==> src/design/dnle_pkg.sv <==
// ----------------------------------------------------------------------------
// dnle_pkg: DNS name label encoder shared definitions
// Byte constants, case folding, and the command and status structs that
// join the controller and the datapath.
// ----------------------------------------------------------------------------
package dnle_pkg;

  localparam logic [7:0] DOT_CHAR   = 8'h2E;
  localparam logic [7:0] UPPER_LO   = 8'h41;
  localparam logic [7:0] UPPER_HI   = 8'h5A;
  localparam logic [7:0] CASE_DELTA = 8'h20;

  typedef logic [7:0] byte_t;

  typedef struct packed {
    logic take;       // accept one input beat
    logic load_len;   // load length byte into output register, rewind read index
    logic load_byte;  // load buffered byte into output register
    logic inc_idx;    // advance read index
    logic clr_label;  // clear count and overflow flag
  } dnle_cmd_t;

  typedef struct packed {
    logic in_dot;     // input beat is a dot
    logic in_end;     // input beat ends the name
    logic out_free;   // output register can take a beat this cycle
    logic cnt_zero;   // no characters buffered
    logic idx_last;   // read index points at final buffered character
  } dnle_sts_t;

  function automatic byte_t lower_ascii(input byte_t c);
    byte_t r;
    r = c;
    if (c >= UPPER_LO && c <= UPPER_HI) begin
      r = c + CASE_DELTA;
    end
    return r;
  endfunction

endpackage

==> src/design/dnle_in_if.sv <==
// ----------------------------------------------------------------------------
// dnle_in_if: character input channel
// Valid/ready channel carrying one name character and its end mark.
// ----------------------------------------------------------------------------
interface dnle_in_if;
  logic       valid;
  logic       ready;
  logic [7:0] character;
  logic       end_of_name;

  modport source (output valid, output character, output end_of_name, input ready);
  modport sink   (input valid, input character, input end_of_name, output ready);
endinterface

==> src/design/dnle_out_if.sv <==
// ----------------------------------------------------------------------------
// dnle_out_if: encoded byte output channel
// Valid/ready channel carrying one wire-form byte with its flags.
// ----------------------------------------------------------------------------
interface dnle_out_if;
  logic       valid;
  logic       ready;
  logic [7:0] out_byte;
  logic       last;
  logic       label_too_long;

  modport source (output valid, output out_byte, output last, output label_too_long,
                  input ready);
  modport sink   (input valid, input out_byte, input last, input label_too_long,
                  output ready);
endinterface

==> src/design/dnle_datapath.sv <==
// ----------------------------------------------------------------------------
// dnle_datapath: label buffer and output register
// Holds the label store, character count, overflow flag, read index with
// registered read data, and the output beat register.
// ----------------------------------------------------------------------------
module dnle_datapath #(
  parameter int MAX_LABEL = 63
) (
  input  logic                clk_i,
  input  logic                rst_ni,
  input  dnle_pkg::dnle_cmd_t cmd_i,
  output dnle_pkg::dnle_sts_t sts_o,
  input  logic [7:0]          character_i,
  input  logic                end_of_name_i,
  input  logic                out_ready_i,
  output logic                out_valid_o,
  output logic [7:0]          out_byte_o,
  output logic                last_o,
  output logic                label_too_long_o
);
  import dnle_pkg::*;

  localparam int CntW = $clog2(MAX_LABEL + 1);
  localparam int IdxW = (MAX_LABEL > 1) ? $clog2(MAX_LABEL) : 1;

  byte_t            store_q [MAX_LABEL];
  logic [CntW-1:0]  count_q, count_d;
  logic             ovf_q, ovf_d;
  logic             end_q;
  logic [IdxW-1:0]  idx_q, idx_d;
  byte_t            rd_q;
  logic             out_valid_q, out_valid_d;
  byte_t            out_byte_q;
  logic             last_q;
  logic             err_q;
  logic             store_en;
  logic             idx_last;

  assign store_en = cmd_i.take && (character_i != DOT_CHAR) && (count_q < CntW'(MAX_LABEL));
  assign idx_last = (CntW'(idx_q) + CntW'(1)) == count_q;

  always_comb begin
    count_d = count_q;
    ovf_d   = ovf_q;
    if (cmd_i.clr_label) begin
      count_d = '0;
      ovf_d   = 1'b0;
    end else if (cmd_i.take && character_i != DOT_CHAR) begin
      if (store_en) begin
        count_d = count_q + CntW'(1);
      end else begin
        ovf_d = 1'b1;
      end
    end
  end

  always_comb begin
    idx_d = idx_q;
    if (cmd_i.load_len) begin
      idx_d = '0;
    end else if (cmd_i.inc_idx) begin
      idx_d = idx_q + IdxW'(1);
    end
  end

  always_comb begin
    out_valid_d = out_valid_q;
    if (cmd_i.load_len || cmd_i.load_byte) begin
      out_valid_d = 1'b1;
    end else if (out_ready_i) begin
      out_valid_d = 1'b0;
    end
  end

  always_ff @(posedge clk_i or negedge rst_ni) begin
    if (!rst_ni) begin
      count_q     <= '0;
      ovf_q       <= 1'b0;
      idx_q       <= '0;
      out_valid_q <= 1'b0;
    end else begin
      count_q     <= count_d;
      ovf_q       <= ovf_d;
      idx_q       <= idx_d;
      out_valid_q <= out_valid_d;
    end
  end

  // label store: one write port, one registered read port
  always_ff @(posedge clk_i) begin
    if (store_en) begin
      store_q[count_q[IdxW-1:0]] <= lower_ascii(character_i);
    end
    rd_q <= store_q[idx_q];
  end

  always_ff @(posedge clk_i) begin
    if (cmd_i.take) begin
      end_q <= end_of_name_i;
    end
    if (cmd_i.load_len) begin
      out_byte_q <= 8'(count_q);
      last_q     <= end_q && (count_q == '0);
      err_q      <= ovf_q;
    end else if (cmd_i.load_byte) begin
      out_byte_q <= rd_q;
      last_q     <= end_q && idx_last;
      err_q      <= ovf_q;
    end
  end

  assign sts_o.in_dot   = (character_i == DOT_CHAR);
  assign sts_o.in_end   = end_of_name_i;
  assign sts_o.out_free = !out_valid_q || out_ready_i;
  assign sts_o.cnt_zero = (count_q == '0);
  assign sts_o.idx_last = idx_last;

  assign out_valid_o      = out_valid_q;
  assign out_byte_o       = out_byte_q;
  assign last_o           = last_q;
  assign label_too_long_o = err_q;

endmodule

==> src/design/dnle_ctrl.sv <==
// ----------------------------------------------------------------------------
// dnle_ctrl: label encoder sequencer
// Accepts characters while idle and, on a dot or end of name, walks the
// flush: length byte, then each buffered byte via the registered read.
// ----------------------------------------------------------------------------
module dnle_ctrl (
  input  logic                clk_i,
  input  logic                rst_ni,
  input  logic                in_valid_i,
  output logic                in_ready_o,
  input  dnle_pkg::dnle_sts_t sts_i,
  output dnle_pkg::dnle_cmd_t cmd_o
);
  import dnle_pkg::*;

  typedef enum logic [1:0] {
    ST_IDLE,
    ST_LEN,
    ST_FETCH,
    ST_SEND
  } state_e;

  state_e state_q, state_d;

  assign in_ready_o = (state_q == ST_IDLE);

  always_comb begin
    state_d = state_q;
    cmd_o   = '0;
    case (state_q)
      ST_IDLE: begin
        if (in_valid_i) begin
          cmd_o.take = 1'b1;
          if (sts_i.in_dot || sts_i.in_end) begin
            state_d = ST_LEN;
          end
        end
      end
      ST_LEN: begin
        if (sts_i.out_free) begin
          cmd_o.load_len = 1'b1;
          if (sts_i.cnt_zero) begin
            cmd_o.clr_label = 1'b1;
            state_d         = ST_IDLE;
          end else begin
            state_d = ST_FETCH;
          end
        end
      end
      ST_FETCH: begin
        state_d = ST_SEND;
      end
      ST_SEND: begin
        if (sts_i.out_free) begin
          cmd_o.load_byte = 1'b1;
          if (sts_i.idx_last) begin
            cmd_o.clr_label = 1'b1;
            state_d         = ST_IDLE;
          end else begin
            cmd_o.inc_idx = 1'b1;
            state_d       = ST_FETCH;
          end
        end
      end
      default: begin
        state_d = ST_IDLE;
      end
    endcase
  end

  always_ff @(posedge clk_i or negedge rst_ni) begin
    if (!rst_ni) begin
      state_q <= ST_IDLE;
    end else begin
      state_q <= state_d;
    end
  end

endmodule

==> src/design/dns_name_label_encoder_core.sv <==
// ----------------------------------------------------------------------------
// dns_name_label_encoder_core: DNS name label encoder
// Turns a dotted host name, one character per beat, into length-prefixed
// lower-case labels, flagging the last byte and truncated labels.
//
//   channel  dir  beat contents
//   in_ch    in   character, end_of_name
//   out_ch   out  out_byte, last, label_too_long
//
// An ordinary character is taken while idle and the encoder stays idle. A dot
// or end of name is taken, then the label drains: the length byte, then each
// buffered character through a fetch and a send state, set by the registered
// label store read. Reset clears the sequencer, count, overflow flag and
// output valid; the label store is not cleared. A stalled output beat holds
// and the flush waits; input ready stays low for the whole flush.
// ----------------------------------------------------------------------------
module dns_name_label_encoder_core #(
  parameter int MAX_LABEL = 63
) (
  input  logic       clk_i,
  input  logic       rst_ni,
  dnle_in_if.sink    in_ch,
  dnle_out_if.source out_ch
);
  import dnle_pkg::*;

  dnle_cmd_t cmd;
  dnle_sts_t sts;

  dnle_ctrl u_ctrl (
    .clk_i      (clk_i),
    .rst_ni     (rst_ni),
    .in_valid_i (in_ch.valid),
    .in_ready_o (in_ch.ready),
    .sts_i      (sts),
    .cmd_o      (cmd)
  );

  dnle_datapath #(
    .MAX_LABEL (MAX_LABEL)
  ) u_datapath (
    .clk_i            (clk_i),
    .rst_ni           (rst_ni),
    .cmd_i            (cmd),
    .sts_o            (sts),
    .character_i      (in_ch.character),
    .end_of_name_i    (in_ch.end_of_name),
    .out_ready_i      (out_ch.ready),
    .out_valid_o      (out_ch.valid),
    .out_byte_o       (out_ch.out_byte),
    .last_o           (out_ch.last),
    .label_too_long_o (out_ch.label_too_long)
  );

  a_flush_blocks_input: assert property (@(posedge clk_i) disable iff (!rst_ni)
    (in_ch.valid && in_ch.ready && (sts.in_dot || sts.in_end)) |=> !in_ch.ready)
    else $error("input ready during label flush");

  a_plain_char_one_cycle: assert property (@(posedge clk_i) disable iff (!rst_ni)
    (in_ch.valid && in_ch.ready && !sts.in_dot && !sts.in_end) |=> in_ch.ready)
    else $error("ordinary character did not return to idle");

  a_load_needs_free: assert property (@(posedge clk_i) disable iff (!rst_ni)
    (cmd.load_len || cmd.load_byte) |-> sts.out_free)
    else $error("output register overwritten");

endmodule

==> src/flat_wrapper.sv <==
// flat-port wrapper written by rule: the top's interface ports become plain ports
module dns_name_label_encoder_core_flat import dnle_pkg::*;
#(
  parameter int MAX_LABEL = 63
)
  (clk_i, rst_ni, in_ch_valid, in_ch_character, in_ch_end_of_name, in_ch_ready, out_ch_valid, out_ch_out_byte, out_ch_last, out_ch_label_too_long, out_ch_ready);
  dnle_in_if in_ch_i ();
  dnle_out_if out_ch_i ();
  input  logic clk_i;
  input  logic rst_ni;
  input wire logic [$bits(in_ch_i.valid)-1:0] in_ch_valid;
  input wire logic [$bits(in_ch_i.character)-1:0] in_ch_character;
  input wire logic [$bits(in_ch_i.end_of_name)-1:0] in_ch_end_of_name;
  output wire logic [$bits(in_ch_i.ready)-1:0] in_ch_ready;
  output wire logic [$bits(out_ch_i.valid)-1:0] out_ch_valid;
  output wire logic [$bits(out_ch_i.out_byte)-1:0] out_ch_out_byte;
  output wire logic [$bits(out_ch_i.last)-1:0] out_ch_last;
  output wire logic [$bits(out_ch_i.label_too_long)-1:0] out_ch_label_too_long;
  input wire logic [$bits(out_ch_i.ready)-1:0] out_ch_ready;
  assign in_ch_i.valid = in_ch_valid;
  assign in_ch_i.character = in_ch_character;
  assign in_ch_i.end_of_name = in_ch_end_of_name;
  assign in_ch_ready = in_ch_i.ready;
  assign out_ch_valid = out_ch_i.valid;
  assign out_ch_out_byte = out_ch_i.out_byte;
  assign out_ch_last = out_ch_i.last;
  assign out_ch_label_too_long = out_ch_i.label_too_long;
  assign out_ch_i.ready = out_ch_ready;
  dns_name_label_encoder_core #(.MAX_LABEL(MAX_LABEL)) u_core (.clk_i(clk_i), .rst_ni(rst_ni), .in_ch(in_ch_i), .out_ch(out_ch_i));
endmodule
==> config.mk <==
export PLATFORM = sky130hd
export DESIGN_NAME = dns_name_label_encoder_core_flat
export DESIGN_NICKNAME = d
export VERILOG_FILES = /design/src/design/dnle_pkg.sv /design/src/design/dnle_in_if.sv /design/src/design/dnle_out_if.sv /design/src/design/dnle_datapath.sv /design/src/design/dnle_ctrl.sv /design/src/design/dns_name_label_encoder_core.sv /design/src/flat_wrapper.sv
export SDC_FILE = /design/constraint.sdc
export NUM_CORES = 1
export LEC_CHECK = 0
export BUFFER_PORTS_ARGS = -buffer_cell sky130_fd_sc_hd__buf_2
export CORE_ASPECT_RATIO = 1.25
export CORE_MARGIN = 5
export CORE_UTILIZATION = 35
export DETAILED_ROUTE_END_ITERATION = 12
export PLACE_DENSITY = 0.51
export SYNTH_ARGS = -nofsm -noshare
export SYNTH_HDL_FRONTEND = slang
export SYNTH_SLANG_ARGS = --single-unit
==> constraint.sdc <==
create_clock -name clk_i -period 2.55 [get_ports clk_i]
set_input_delay 0.255 -clock clk_i [delete_from_list [all_inputs] [get_ports clk_i]]
set_output_delay 0.255 -clock clk_i [all_outputs]
set_load 0.02 [all_outputs]
* Word level (Yosys, flattened, before mapping)
Memory sizes are Yosys's and may differ from the RTL's. A register that Yosys moved wholly into a read port is not among the register bits. Index checks and enable logic that the tools add are counted.
Word-level totals: register bits 27, bits in writable memories 504, input port bits 13, output and inout bits 12, logic and storage cells 85, memories kept 1
Memory list:
- u_core.u_datapath.store_q | words 63, width 8, rd ports 1, clocked after Yosys merged registers in 1, wr ports 1, RTL line dnle_datapath.sv:26 | byte_t store_q [MAX_LABEL];
Operators by class: $add $sub $neg 3, order comparisons 3, eq/ne operators 11, mux-type cells 38, reduce and logical (&&, ||, !) cells 19
Operators by type and width (count):
- 6-bit two-way mux | 7
- 1-bit two-way mux | 19
- 8-bit two-way mux | 2
- 2-bit two-way mux | 7
- 6-bit by 1-bit adder with 6-bit output (second input constant) | 2
- 2-bit nonzero test | 5
- 8-bit by 6-bit adder with 8-bit output (second input constant) | 1
- 8-bit by 6-bit == test with 1-bit output (second input constant) | 1
- 8-bit by 7-bit greater-or-equal comparator with 1-bit output (second input constant) | 1
- 8-bit by 7-bit <= comparator with 1-bit output (second input constant) | 1
- 2-bit by 1-bit inequality test with 1-bit output (second input constant) | 4
- 8-bit by 6-bit inequality test with 1-bit output (second input constant) | 1
- 2-bit case mux with 4 select lines | 1
- 6-bit == test | 1
- 6-bit logical NOT | 1
- 6-bit less-than comparator (second input constant) | 1
- 1-bit logical AND | 5
- 2-bit == test (second input constant) | 2
- 2-bit AND reduction | 2
- 4-bit AND reduction | 1
- 1-bit logical OR | 3
- 3-bit two-way mux | 1
- 2-bit by 1-bit == test with 1-bit output (second input constant) | 1
- 2-bit logical NOT | 1
- other kinds (3) | 3

* Logic depth before layout (Yosys ltp)
word-level depth 7, depth in mapped cells 10, depth with buffers taken out 6

* Cells and area by module
Synthesis repeated with hierarchy kept, for this count alone.
Second synthesis, totals: cell total of the unflattened synthesis 1147, area, all modules 21624.5 sq um
Modules (own cells, without submodules):
- dnle_datapath | times used 1, cells each 1132, area each 21496.9 sq um, sequential area each 15955.3 sq um
- dnle_ctrl | times used 1, cells each 15, area each 127.6 sq um, sequential area each 50.0 sq um

* Worst setup path before layout
No wires, ideal clock.
path kind reg2reg, from register u_core.u_ctrl.state_q[1], to memory u_core.u_datapath.store_q[39][0] in the netlist's numbering (enable), setup time 395 ps, arrival time 2246 ps, required time 2155 ps, path slack -91 ps, cell stages (with the launch flop) 8, buffers on the path 2, clock period less this slack 2641 ps, cells stage by stage dfrtp_1 -> clkbuf_1 -> nor3b_1 -> o41a_1 -> and2_1 -> clkbuf_1 -> nand2_1 -> nor4_1
RTL lines:
- start, declared | RTL line dnle_ctrl.sv:23 | state_e state_q, state_d;
- start signal, assigned | RTL line dnle_ctrl.sv:75 | state_q <= state_d;
- end, declared | RTL line dnle_datapath.sv:26

==> results.txt <==
- The run finished with clean final reports.
* Routed len/inst: 24.8 um
- The first global-routing pass estimated approximately 75 mm of wire.
* Most used standard cells in the synthesized netlist: 513 x sky130_fd_sc_hd__edfxtp_1, 129 x sky130_fd_sc_hd__mux4_2, 82 x sky130_fd_sc_hd__nor2_1
- Final count of negative-setup-slack endpoints: 0
* Synth-to-Final Area Change: 17.8%
* Count of different cell masters after synthesis: 52
- Setup repair after global routing could not meet its margin everywhere.
* Core area: 60500 um2
- Root Buffer Master: sky130_fd_sc_hd__clkbuf_16
- The number of failing hold endpoints at the final stage was 0.
* Min Tclk post-route: 2.47 ns
* Vias in the first global route: 10988
- For this run, the leading register cell type out of synthesis is sky130_fd_sc_hd__edfxtp_1.
- I/O pin count: 25
- Before antenna repair, the detailed router went through 5 iterations.
- Maximum number of pins on one net before global-route repair: 64
- Element type at the critical path end: register
- Final standard cell utilization of the core: 41.5%
- Synth async-reset ratio: 2.97%
- The number of antenna violations at the first check in global routing is 0.
* Required time at the endpoint of the critical path: 2.99 ns
- The startpoint identified for the worst register-to-register timing path is u_core.u_datapath.idx_q[0].
* Relative slew slack: 45.2%
- By area the synthesized netlist is led by sky130_fd_sc_hd__edfxtp_1 72%, sky130_fd_sc_hd__mux4_2 14%, sky130_fd_sc_hd__mux2i_1 2.2%, sky130_fd_sc_hd__dfrtp_1 1.9%, sky130_fd_sc_hd__nor2_1 1.4%.
- Of all nets on the critical path, the largest fanout is 24.
- Horizontal die dimension: 231 um
* Number of levels the H-tree was split into: 2
* Number of enable-type register cells in the synthesized netlist: a little over 500
* Worst Setup Path Type: register to register
- The congestion estimate from routability-driven global placement came to just under 0.8.
* Number of input and output port buffers inserted: 24
- Data arrival time of the critical path: 2.91 ns
- Max-cap violations: 0
- The die is about 290 um tall.
* Die Outline Area: 66000 um2
* Static leakage: 8.36 nW
- Post-synthesis average cell area: 20.0 um2
- Yosys top cell area share: 72.2%
- Clock tree from TritonCTS: built
* Vias after detailed routing: 10391
* Post-synthesis sequential area ratio: 75.1%
- Synthesis-stage register bit count: 539
* Total global-route track usage: 15.2%
- Using the TritonRoute via totals, the vias-per-cell ratio works out to 5.11.
- Mapped Cells: around 1100
- Number of standard-cell rows in the floorplan: approximately 100
- Total clock buffers created by CTS: 50
- Post-CTS Repair Setup Buffers: 0
- In the finished design, the share of the clock period the worst path needs comes to 96.8%.
- Peak supply drop: 0.629 mV
* Syn Nets: roughly 1100
- Dpl hpwl: 32.8 mm
- Among all cell types in the netlist, the one instantiated most often is sky130_fd_sc_hd__edfxtp_1.
* Total DRC errors in the routed layout: 0
- Initial cell density of the core: 35.2%
* Clock slew at reported path FFs: 0.07 ns
- Yosys top cell by area: sky130_fd_sc_hd__edfxtp_1
* Synthesis warning total: 0
- Timing would allow up to between 400 and 500 MHz.
* Bufs on Longest Clock Path: 3
* Clock network latency to the later pin of the worst-skew pair: 0.57 ns
* Layout Skew: 0.0103 ns
- Total design power: 24.7 mW
- The worst setup path is launched from a register.
* Fin nets: 1238
- Total power per unit cell area: ~990 nW/um2
- CTS Sinks: 539
* Cell area after synthesis: 21300 um2
* Share of cells above drive strength 1: 30.6%
* Post-route antenna net violation count: 0
* Start point of the worst min-delay path: in_ch_character[2]
- Congestion Overflow GR: 0
- The routed design has 50.5 mm of wire.
* Placed inst area: 23300 um2
- For the pin with the worst max-slew slack, the measured transition is between 0.8 and 0.9 ns.
- Startpoint of the most critical setup path: u_core.u_datapath.idx_q[0]
* Max-slew violation count: 0
- Final std cell area, no fill: 25100 um2
* Hold crit path type: input port to register
* Iteration-0 DRC Markers: 838
-- layer usage --
| metal | routed length, um | up-vias | part of all wire [%] | track usage, % |
|---|---|---|---|---|
| li1 | - | 4650 | - | - |
| met1 | 21400 | 5477 | 42 | 19.9 |
| met2 | 25900 | 198 | 51 | 26.4 |
| met3 | 1960 | 66 | 3.9 | 2.30 |
| met4 | 1240 | 0 | 2.5 | 4.43 |
| met5 | 0 | - | 0 | 0 |
-- through the flow --
step | hold WS, ns | TNS, ns | worst slack, ns | cells
2_1_floorplan | -0.0406 | 0 | 0.0901 | 1064
3_3_place_gp | 0.221 | -0.00689 | -0.00689 | 1936
3_5_place_dp | 0.219 | 0 | 0.0124 | 1936
4_1_cts | 0.0908 | 0 | 0.0231 | 2032
5_1_grt | 0.0941 | -0.0128 | -0.0128 | 2033
6_report | 0.113 | 0 | 0.0822 | 2034
-- worst paths after layout --
kind / slack [ns] / endpoint / cells after the start
max: 0.08 / u_core.u_datapath.rd_q[0] / 6
min: 0.11 / u_core.u_datapath.store_q[15][2] / 1
max reg2reg: 0.08 / u_core.u_datapath.rd_q[0] / 6
min reg2reg: 0.45 / u_core.u_datapath.out_byte_o[6] / 2
max in group asynchronous: 2.05 / u_core.u_datapath.idx_q[1] / 2
min in group asynchronous: 0.16 / u_core.u_datapath.out_valid_o / 2
-- flip-flops by register name, summed over array words and instances, names as in the netlist --
register	cells
u_core.u_datapath.store_q	504
u_core.u_datapath.out_byte_o	8
u_core.u_datapath.rd_q	8
u_core.u_datapath.count_q	6
u_core.u_datapath.idx_q	6
u_core.u_ctrl.state_q	2
u_core.u_datapath.end_q	1
u_core.u_datapath.label_too_long_o	1
u_core.u_datapath.last_o	1
u_core.u_datapath.out_valid_o	1
u_core.u_datapath.ovf_q	1
-- cells in the final DEF, fill, tap and decap left out, drive strengths merged, types with 3 or more instances in the layout --
| cell | instances |
|---|---|
| nand3 | 13 |
| nand2 | 36 |
| nand2b | 7 |
| clkinv | 26 |
| dlygate4sd3 | 4 |
| a211oi | 7 |
| inv | 6 |
| nor3 | 3 |
| a21oi | 29 |
| edfxtp | 513 |
| clkbuf | 57 |
| nand3b | 3 |
| xor2 | 3 |
| o21ai | 14 |
| dfrtp | 16 |
| dfxtp | 10 |
| bufinv | 9 |
| xnor2 | 8 |
| buf | 158 |
| mux2i | 46 |
| and2 | 4 |
| mux2 | 7 |
| mux4 | 129 |
| nor2b | 15 |
| nor2 | 83 |
| o211ai | 4 |
| ha | 4 |
| a31oi | 3 |
| o221ai | 14 |
-- kinds of logic (layout without fill, tap and decap cells) --
group                      after synthesis  count (layout)  synth area share (%)
other                                    0               1                     0
buffers and inverters                   65             262                  1.63
adders and majority gates                4               4                 0.235
muxes                                  182             182                  16.2
and+or+nand+nor                        182             182                  3.97
xor gates and xnor gates                11              11                 0.452
DFF                                    539             539                  75.1
AOI/OAI and AO/OA                       81              81                  2.51
-- area by class of cell --
cell class	count	area, um2
Fill cell	5273	35400
Sequential cell	539	16000
Multi-Input combinational cell	460	5000
Timing Repair Buffer	163	1370
Clock buffer	56	1340
Tap cell	772	966
Clock inverter	36	397
Inverter	7	26.3
Antenna cell	1	2.50
-- worst max-delay path, cell delays in order, from the launching register on --
cell and delay, ns:
sky130_fd_sc_hd__dfrtp_4 0.51, sky130_fd_sc_hd__buf_16 0.24, sky130_fd_sc_hd__buf_4 0.19, sky130_fd_sc_hd__mux4_2 0.52
sky130_fd_sc_hd__mux4_2 0.50, sky130_fd_sc_hd__o21ai_1 0.25, sky130_fd_sc_hd__a21oi_1 0.10
-- repair_timing --
| action | CTS | global route |
|---|---|---|
| hold buffers | 4 | 0 |
| cloned | 0 | 1 |
| gates resized for setup | 1 | 7 |
| hold endpoints to repair | 19 | 0 |
| endpoints found under the setup margin | 1 | 5 |
| pin swaps | 0 | 0 |
-- report_power, final --
| part | switching (mW) | internal (mW) | total, mW |
|---|---|---|---|
| Combinational | 3.58 | 3.14 | 6.72 |
| Clock | 3.17 | 4.67 | 7.84 |
| Sequential | 0.248 | 9.94 | 10.2 |
| Total | 7.00 | 17.8 | 24.7 |
(Power assumes the default switching activity.)
